**src/sv/tafr_pkg.sv**
```systemverilog
// Shared types, constants and helpers for the two-angle frame rotator.
// No dependencies.
package tafr_pkg;

    localparam int COORD_W      = 32;   // Q16.16 coordinates
    localparam int CELL_W       = 34;   // rotated values stay below 2**33 in magnitude
    localparam int ANGLE_W      = 16;   // Q3.13 angles
    localparam int ANGLE_FRAC   = 13;
    localparam int WORK_FRAC    = 44;   // series accumulates in Q.44
    localparam int SERIES_PAIRS = 24;
    localparam int TERM_W       = 50;   // largest series term is below 2**49
    localparam int SUM_W        = 52;
    localparam int DIVISOR_W    = 6;
    localparam int MAX_DIVISOR  = 2 * SERIES_PAIRS + 1;
    localparam int PAIR_W       = 5;
    localparam int DIV_CNT_W    = $clog2(TERM_W);

    localparam logic signed [COORD_W-1:0] COORD_MAX = {1'b0, {(COORD_W-1){1'b1}}};
    localparam logic signed [COORD_W-1:0] COORD_MIN = {1'b1, {(COORD_W-1){1'b0}}};

    typedef enum logic [0:0] {
        REG_TILT = 1'b0,
        REG_LON  = 1'b1
    } tafr_reg_t;

    typedef struct packed {
        logic                  we;
        tafr_reg_t             index;
        logic [ANGLE_W-1:0]    data;
    } tafr_cfg_t;

    typedef enum logic [1:0] {
        TRIG_IDLE,
        TRIG_MUL,
        TRIG_DIV,
        TRIG_ROUND
    } tafr_trig_state_t;

    typedef struct packed {
        logic signed [COORD_W-1:0] val;
        logic                      ovf;
    } tafr_sat_t;

    function automatic tafr_sat_t sat_coord(input logic signed [CELL_W-1:0] v);
        tafr_sat_t r;
        logic      fits;
        fits  = (&v[CELL_W-1:COORD_W-1]) || (~|v[CELL_W-1:COORD_W-1]);
        r.ovf = !fits;
        if (fits)
        begin
            r.val = v[COORD_W-1:0];
        end
        else
        begin
            r.val = v[CELL_W-1] ? COORD_MIN : COORD_MAX;
        end
        return r;
    endfunction

endpackage

```
**src/sv/tafr_trig.sv**
```systemverilog
// Angle registers and serial sine/cosine unit (Taylor series, shared divider).
// Depends on tafr_pkg.
module tafr_trig
    import tafr_pkg::*;
#(
    parameter int TRIG_FRAC_BITS = 16
)
(
    input  logic                             clk,
    input  logic                             rst_n,
    input  tafr_cfg_t                        cfg,
    output logic                             ready,
    output logic signed [TRIG_FRAC_BITS+1:0] cos_tilt,
    output logic signed [TRIG_FRAC_BITS+1:0] sin_tilt,
    output logic signed [TRIG_FRAC_BITS+1:0] cos_lon,
    output logic signed [TRIG_FRAC_BITS+1:0] sin_lon
);

    localparam int TRIG_W    = TRIG_FRAC_BITS + 2;
    localparam int RND_SH    = WORK_FRAC - TRIG_FRAC_BITS;
    localparam int PROD_W    = TERM_W + ANGLE_W;
    localparam int SIN_SHIFT = WORK_FRAC - ANGLE_FRAC;

    localparam logic [TERM_W-1:0] COS_START = {{(TERM_W-1){1'b0}}, 1'b1} << WORK_FRAC;
    localparam logic [SUM_W:0]    RND_HALF  = {{SUM_W{1'b0}}, 1'b1} << (RND_SH - 1);
    localparam logic [SUM_W:0]    RND_ONE   = {{SUM_W{1'b0}}, 1'b1} << TRIG_FRAC_BITS;
    localparam logic signed [TRIG_W-1:0] TRIG_ONE =
        {{(TRIG_W-1){1'b0}}, 1'b1} << TRIG_FRAC_BITS;

    tafr_trig_state_t          state_reg, state_next;
    logic [1:0]                dirty_reg, dirty_next, dirty_clr;
    logic signed [ANGLE_W-1:0] tilt_reg, lon_reg;
    tafr_reg_t                 sel_reg, sel_next;
    logic                      odd_reg, odd_next;
    logic                      aneg_reg, aneg_next;
    logic [ANGLE_W-1:0]        x_reg, x_next;
    logic [TERM_W-1:0]         term_reg, term_next;
    logic signed [SUM_W-1:0]   sum_reg, sum_next;
    logic [DIVISOR_W-1:0]      divisor_reg, divisor_next;
    logic [PAIR_W-1:0]         pair_reg, pair_next;
    logic                      half_reg, half_next;
    logic [TERM_W-1:0]         quo_reg, quo_next;
    logic [DIVISOR_W-1:0]      rem_reg, rem_next;
    logic [DIV_CNT_W-1:0]      cnt_reg, cnt_next;
    logic signed [TRIG_W-1:0]  cos_tilt_reg, cos_tilt_next;
    logic signed [TRIG_W-1:0]  sin_tilt_reg, sin_tilt_next;
    logic signed [TRIG_W-1:0]  cos_lon_reg, cos_lon_next;
    logic signed [TRIG_W-1:0]  sin_lon_reg, sin_lon_next;

    tafr_reg_t                 tgt;
    logic signed [ANGLE_W-1:0] start_angle;
    logic [ANGLE_W-1:0]        start_mag;
    logic [PROD_W-1:0]         prod;
    logic [TERM_W-1:0]         dividend;
    logic [DIVISOR_W:0]        trial, trial_diff;
    logic                      take;
    logic [DIVISOR_W-1:0]      rem_step;
    logic [TERM_W-1:0]         quo_step;
    logic [SUM_W-1:0]          sum_mag;
    logic [SUM_W:0]            rnd;
    logic [TRIG_W-1:0]         trig_mag;
    logic signed [TRIG_W-1:0]  trig_val;
    logic                      trig_neg;

    // angle pick: tilt first when both are pending
    assign tgt         = dirty_reg[REG_TILT] ? REG_TILT : REG_LON;
    assign start_angle = (tgt == REG_TILT) ? tilt_reg : lon_reg;
    assign start_mag   = start_angle[ANGLE_W-1] ? (~start_angle + 1'b1) : start_angle;

    // term * |a| / (8192 * d) == ((term * |a|) >> 13) / d
    assign prod     = PROD_W'(term_reg) * PROD_W'(x_reg);
    assign dividend = prod[ANGLE_FRAC +: TERM_W];

    // restoring divider, one quotient bit per cycle
    assign trial      = {rem_reg, quo_reg[TERM_W-1]};
    assign trial_diff = trial - {1'b0, divisor_reg};
    assign take       = (trial >= {1'b0, divisor_reg});
    assign rem_step   = take ? trial_diff[DIVISOR_W-1:0] : trial[DIVISOR_W-1:0];
    assign quo_step   = {quo_reg[TERM_W-2:0], take};

    // magnitude rounded half away from zero, clamped to 1.0
    assign sum_mag  = sum_reg[SUM_W-1] ? SUM_W'(-sum_reg) : SUM_W'(sum_reg);
    assign rnd      = ({1'b0, sum_mag} + RND_HALF) >> RND_SH;
    assign trig_mag = (rnd > RND_ONE) ? RND_ONE[TRIG_W-1:0] : rnd[TRIG_W-1:0];
    assign trig_neg = sum_reg[SUM_W-1] ^ (odd_reg & aneg_reg);
    assign trig_val = trig_neg ? -$signed(trig_mag) : $signed(trig_mag);

    always_comb
    begin
        state_next    = state_reg;
        sel_next      = sel_reg;
        odd_next      = odd_reg;
        aneg_next     = aneg_reg;
        x_next        = x_reg;
        term_next     = term_reg;
        sum_next      = sum_reg;
        divisor_next  = divisor_reg;
        pair_next     = pair_reg;
        half_next     = half_reg;
        quo_next      = quo_reg;
        rem_next      = rem_reg;
        cnt_next      = cnt_reg;
        cos_tilt_next = cos_tilt_reg;
        sin_tilt_next = sin_tilt_reg;
        cos_lon_next  = cos_lon_reg;
        sin_lon_next  = sin_lon_reg;
        dirty_clr     = '0;

        unique case (state_reg)
            TRIG_IDLE:
            begin
                if (dirty_reg != '0)
                begin
                    dirty_clr[tgt] = 1'b1;
                    sel_next       = tgt;
                    x_next         = start_mag;
                    aneg_next      = start_angle[ANGLE_W-1];
                    odd_next       = 1'b0;
                    term_next      = COS_START;
                    sum_next       = $signed({{(SUM_W-TERM_W){1'b0}}, COS_START});
                    divisor_next   = DIVISOR_W'(1);
                    pair_next      = PAIR_W'(1);
                    half_next      = 1'b0;
                    state_next     = TRIG_MUL;
                end
            end
            TRIG_MUL:
            begin
                quo_next   = dividend;
                rem_next   = '0;
                cnt_next   = DIV_CNT_W'(TERM_W - 1);
                state_next = TRIG_DIV;
            end
            TRIG_DIV:
            begin
                quo_next = quo_step;
                rem_next = rem_step;
                cnt_next = cnt_reg - 1'b1;
                if (cnt_reg == '0)
                begin
                    term_next    = quo_step;
                    divisor_next = divisor_reg + 1'b1;
                    half_next    = !half_reg;
                    state_next   = TRIG_MUL;
                    if (half_reg)
                    begin
                        // odd pairs subtract, even pairs add
                        if (pair_reg[0])
                        begin
                            sum_next = sum_reg - $signed({{(SUM_W-TERM_W){1'b0}}, quo_step});
                        end
                        else
                        begin
                            sum_next = sum_reg + $signed({{(SUM_W-TERM_W){1'b0}}, quo_step});
                        end
                        pair_next = pair_reg + 1'b1;
                        if (pair_reg == PAIR_W'(SERIES_PAIRS))
                        begin
                            state_next = TRIG_ROUND;
                        end
                    end
                end
            end
            TRIG_ROUND:
            begin
                priority if (sel_reg == REG_TILT && odd_reg)
                begin
                    sin_tilt_next = trig_val;
                end
                else if (sel_reg == REG_TILT)
                begin
                    cos_tilt_next = trig_val;
                end
                else if (odd_reg)
                begin
                    sin_lon_next = trig_val;
                end
                else
                begin
                    cos_lon_next = trig_val;
                end

                if (!odd_reg)
                begin
                    odd_next     = 1'b1;
                    term_next    = TERM_W'(x_reg) << SIN_SHIFT;
                    sum_next     = $signed(SUM_W'(x_reg) << SIN_SHIFT);
                    divisor_next = DIVISOR_W'(2);
                    pair_next    = PAIR_W'(1);
                    half_next    = 1'b0;
                    state_next   = TRIG_MUL;
                end
                else
                begin
                    state_next = TRIG_IDLE;
                end
            end
            default:
            begin
                state_next = TRIG_IDLE;
            end
        endcase

        // a write during a recompute marks the angle again
        dirty_next = dirty_reg & ~dirty_clr;
        if (cfg.we)
        begin
            dirty_next[cfg.index] = 1'b1;
        end
    end

    always_ff @(posedge clk or negedge rst_n)
    begin
        if (!rst_n)
        begin
            state_reg    <= TRIG_IDLE;
            dirty_reg    <= '0;
            tilt_reg     <= '0;
            lon_reg      <= '0;
            cos_tilt_reg <= TRIG_ONE;
            sin_tilt_reg <= '0;
            cos_lon_reg  <= TRIG_ONE;
            sin_lon_reg  <= '0;
        end
        else
        begin
            state_reg    <= state_next;
            dirty_reg    <= dirty_next;
            cos_tilt_reg <= cos_tilt_next;
            sin_tilt_reg <= sin_tilt_next;
            cos_lon_reg  <= cos_lon_next;
            sin_lon_reg  <= sin_lon_next;
            if (cfg.we && cfg.index == REG_TILT)
            begin
                tilt_reg <= $signed(cfg.data);
            end
            if (cfg.we && cfg.index == REG_LON)
            begin
                lon_reg <= $signed(cfg.data);
            end
        end
    end

    always_ff @(posedge clk)
    begin
        sel_reg     <= sel_next;
        odd_reg     <= odd_next;
        aneg_reg    <= aneg_next;
        x_reg       <= x_next;
        term_reg    <= term_next;
        sum_reg     <= sum_next;
        divisor_reg <= divisor_next;
        pair_reg    <= pair_next;
        half_reg    <= half_next;
        quo_reg     <= quo_next;
        rem_reg     <= rem_next;
        cnt_reg     <= cnt_next;
    end

    assign ready    = (state_reg == TRIG_IDLE) && (dirty_reg == '0);
    assign cos_tilt = cos_tilt_reg;
    assign sin_tilt = sin_tilt_reg;
    assign cos_lon  = cos_lon_reg;
    assign sin_lon  = sin_lon_reg;

    assert property (@(posedge clk) disable iff (!rst_n)
        (state_reg == TRIG_IDLE && state_next != TRIG_IDLE) |-> dirty_reg != '0)
        else $error("trig unit started without a pending angle");

    assert property (@(posedge clk) disable iff (!rst_n)
        state_reg == TRIG_DIV |-> rem_reg < divisor_reg)
        else $error("divider remainder not below divisor");

    assert property (@(posedge clk) disable iff (!rst_n)
        state_reg == TRIG_DIV |->
            (divisor_reg != '0 && divisor_reg <= DIVISOR_W'(MAX_DIVISOR)))
        else $error("series divisor out of range");

    assert property (@(posedge clk) disable iff (!rst_n)
        (cos_tilt_reg <= TRIG_ONE && cos_tilt_reg >= -TRIG_ONE &&
         sin_lon_reg <= TRIG_ONE && sin_lon_reg >= -TRIG_ONE))
        else $error("trig value beyond unity");

endmodule

```
**config.mk**
```make
export PLATFORM = sky130hd
export DESIGN_NAME = tafr_trig
export DESIGN_NICKNAME = d
export VERILOG_FILES = /design/src/sv/tafr_pkg.sv /design/src/sv/tafr_trig.sv
export SDC_FILE = /design/constraint.sdc
export NUM_CORES = 2
export LEC_CHECK = 0
export ABC_AREA = 0
export BUFFER_PORTS_ARGS = -buffer_cell sky130_fd_sc_hd__buf_2
export CAP_MARGIN = 20
export CORE_ASPECT_RATIO = 1.4
export CORE_UTILIZATION = 55
export DETAILED_ROUTE_END_ITERATION = 8
export MAX_ROUTING_LAYER = met4
export PLACE_DENSITY_LB_ADDON = 0.05
export SYNTH_ARGS = -nofsm -noshare
export SYNTH_HDL_FRONTEND = slang
export SYNTH_SLANG_ARGS = --single-unit
```
**constraint.sdc**
```tcl
create_clock -name clk -period 15.7 [get_ports clk]
set_input_delay 0.785 -clock clk [delete_from_list [all_inputs] [get_ports clk]]
set_output_delay 0.785 -clock clk [all_outputs]
set_load 0.005 [all_outputs]
```
==> impl_results.md <==
- Final worst-path cycle share: 57.2%
- Post-CTS Resized: 0
- Num rows: 119
- R2r startpoint: x_reg[11]$_DFFE_PP_
- Drt drc: 0
- I/O Pins: 93
- All-Layer GR Usage: 31.4%
- Share of layout cells above drive strength 1: 5.82%
- Postcts setup bufs: 0
- Max reg flops: 52
- Share of the synthesized area in the top cell type: 32.2%
- Worst-Margin Slew: 1060 ps
- First-pass GRT wire length: 181000 um
- CP Capture Type: register
- Clock buffer depth: 3
- Post-DR vias/cell: 5.69
- Nets: 5388
- Proportion of synthesized chip area in sequential cells: 20.6%
- Final Non-Filler Cells: 5506
- Final Cell Area: 43800 sq um
- RR Endpoint: quo_reg[47]$_DFFE_PP_
- Synth area leader: fa_1
- Dominant synthesized flop cell: edfxtp_1
- RSZ-0062 raised after global routing: false
- CP Capture Point: quo_reg[47]$_DFFE_PP_
- Die width: 234 um
- Placer Congestion: 0.913
- Mapped Avg Cell Area: 9.11 sq um
- R2R depth: 25
- Clk_lat worst skew: 630 ps
- Vias: 31325
- Number of synthesized flops with an enable pin: 195
- H-tree Lvls: 1
- Outcome: finished, final reports clean
- Max VDD drop: 0.0000965 V
- Synth top area cells: fa_1, edfxtp_1, inv_1
- Most frequent cell after synthesis: inv_1
- Yosys warns: 0
- Critical path type: reg2reg
- Max cap viols: 0
- Startpoint types: register
- Synthesized Nets: 5442
- Starting Density: 55.4%
- Placed Area: 42800 sq um
- Post-route minimum period: 8990 ps
- CP startpoint: x_reg[11]$_DFFE_PP_
- Worst EP required: 16090 ps
- Rel. slew slack: 29.4%
- Arrival time worst endpoint: 9380 ps
- Dpl cells: 5445
- Buffers added on ports: 92
- Chip height: 327 um
- Pre-antenna DRT Iters: 7
- Mapped cell area: 41600 sq um
- Power density cells: 59.9 nW/um^2
- Vias in the first global route: 32984
- Hold Crit Class: in2async
- Fmax: 111 MHz
- CP Max Fanout: 35
- P_leak: 20.7 nW
- Final Hold Viols: 0
- Die footprint: 76800 sq um
- Fill count: 6956
- # setup viols final: 0
- Max-slew violation count: 0
- Seq cells post-synth: 303
- Drt initial violations: 1937
- Total gr overflow: 0
- Post-DRT Antenna Nets: 0
- Antenna violations before repair: 0
- Core Footprint: 75000 sq um
- Hold-fix buffers, CTS: 0
- Post-Synthesis Cells: 4565
- DPL Wire Length: 83400 um
- Cell variety after synth: 78
- Largest net degree at the start of global routing: 65
- CTS Buf Count: 31
- CTS tree: done
- Clock Skews: 27.6 ps
- DR WL/cell: 20.2 um
- WL final: 111000 um
- Root Driver: clkbuf_16
- Asr flop ratio synth: 35.6%
- # clock sinks: 303
- Area grow syn2layout: 5.39%
- Synth top cells by count: inv_1, nand2_1, fa_1
- Worst reg2reg setup slack: 6710 ps
- Reg clk slew, reported paths: 80 ps
- Setup TNS: 0 ps
[area by class of cell]
| class | count | area, sq um | share of cell area, % |
|---|---|---|---|
| multi-input cells | 3231 | 29200 | 66.5 |
| flip-flops and latches | 303 | 8560 | 19.5 |
| inverters | 804 | 3020 | 6.89 |
| well taps | 968 | 1210 | 2.76 |
| clock buffers | 43 | 872 | 1.99 |
| repair buffers | 140 | 831 | 1.90 |
| clock inverters | 15 | 183 | 0.417 |
| diodes | 2 | 5.00 | 0.0114 |
[layer usage]
layer,up-vias,routed length (um),track usage (%)
li1,14240,-,-
met1,16029,45700,40.0
met2,877,56700,52.6
met3,179,5470,3.25
met4,0,3440,9.42
met5,-,0,-
[worst max-delay path, cell delays in order (launching register included)]
cell and delay [ps]:
edfxtp_1 910, buf_4 530, nand2_1 130, fa_1 520, inv_1 50, fa_1 470
fa_1 540, fa_1 560, fa_1 550, inv_1 50, fa_1 530, inv_1 40
ha_1 340, nand4_1 140, nor3_1 350, o211ai_1 160, a31oi_1 340, buf_4 250
o211ai_1 230, a31o_2 340, o21ai_0 570, a21o_1 250, a21oi_1 120, o41ai_1 430
xor2_1 110, a21o_1 190
[per-stage QoR]
step                hold slack [ps]  util (%)  power [W]  setup WS [ps]
floorplan                       461         -    0.00166           6810
global placement                457      57.0    0.00183           6830
detailed placement              465      57.0    0.00184           6760
CTS                             204      58.4    0.00264           6740
global route                    236      58.4    0.00277           6290
finish                          199      58.4    0.00263           6710
[cell usage in the layout, fill, tap and decap left out, types with 59 or more instances in the layout]
cell type and instances:
and2_1 284, xor2_1 59, nand2_1 774, ha_1 186, buf_2 91, fa_1 669
nor2_1 174, a21oi_1 127, inv_1 801, xnor2_1 156, o21ai_0 143, dfrtp_1 106
a21o_1 86, edfxtp_1 195
[worst min-delay path by stage]
stage | depth (start not counted) | slack (ps) | from | end
final | 1 | 200 | rst_n | cos_lon[13]$_DFFE_PN0P_
after global routing | 1 | 240 | rst_n | cos_lon[12]$_DFFE_PN0P_
after CTS | 1 | 200 | rst_n | lon_reg[11]$_DFFE_PN0P_
after detailed placement | 2 | 470 | sin_tilt[17]$_DFFE_PN0P_ | sin_tilt[17]$_DFFE_PN0P_
after global placement | 2 | 460 | cos_tilt[9]$_DFFE_PN0P_ | cos_tilt[9]$_DFFE_PN0P_
after floorplan | 2 | 460 | cos_tilt[16]$_DFFE_PN1P_ | cos_tilt[16]$_DFFE_PN1P_
[cells by family after synthesis]
logic type,share of synthesized area [%]
multiplexers,1.43
AO/OA/AOI/OAI,9.14
flip-flops,20.6
adder cells (fa/ha/maj),37.9
AND/OR/NAND/NOR,17.1
XOR/XNOR,4.53
buffers and inverters,9.36
[power breakdown]
part	internal [W]	switching (W)	total, W
logic	0.000340	0.000424	0.000765
registers	0.000993	0.0000832	0.00108
clock network	0.000441	0.000346	0.000787
No activity file was read; power rests on OpenSTA's default activity.
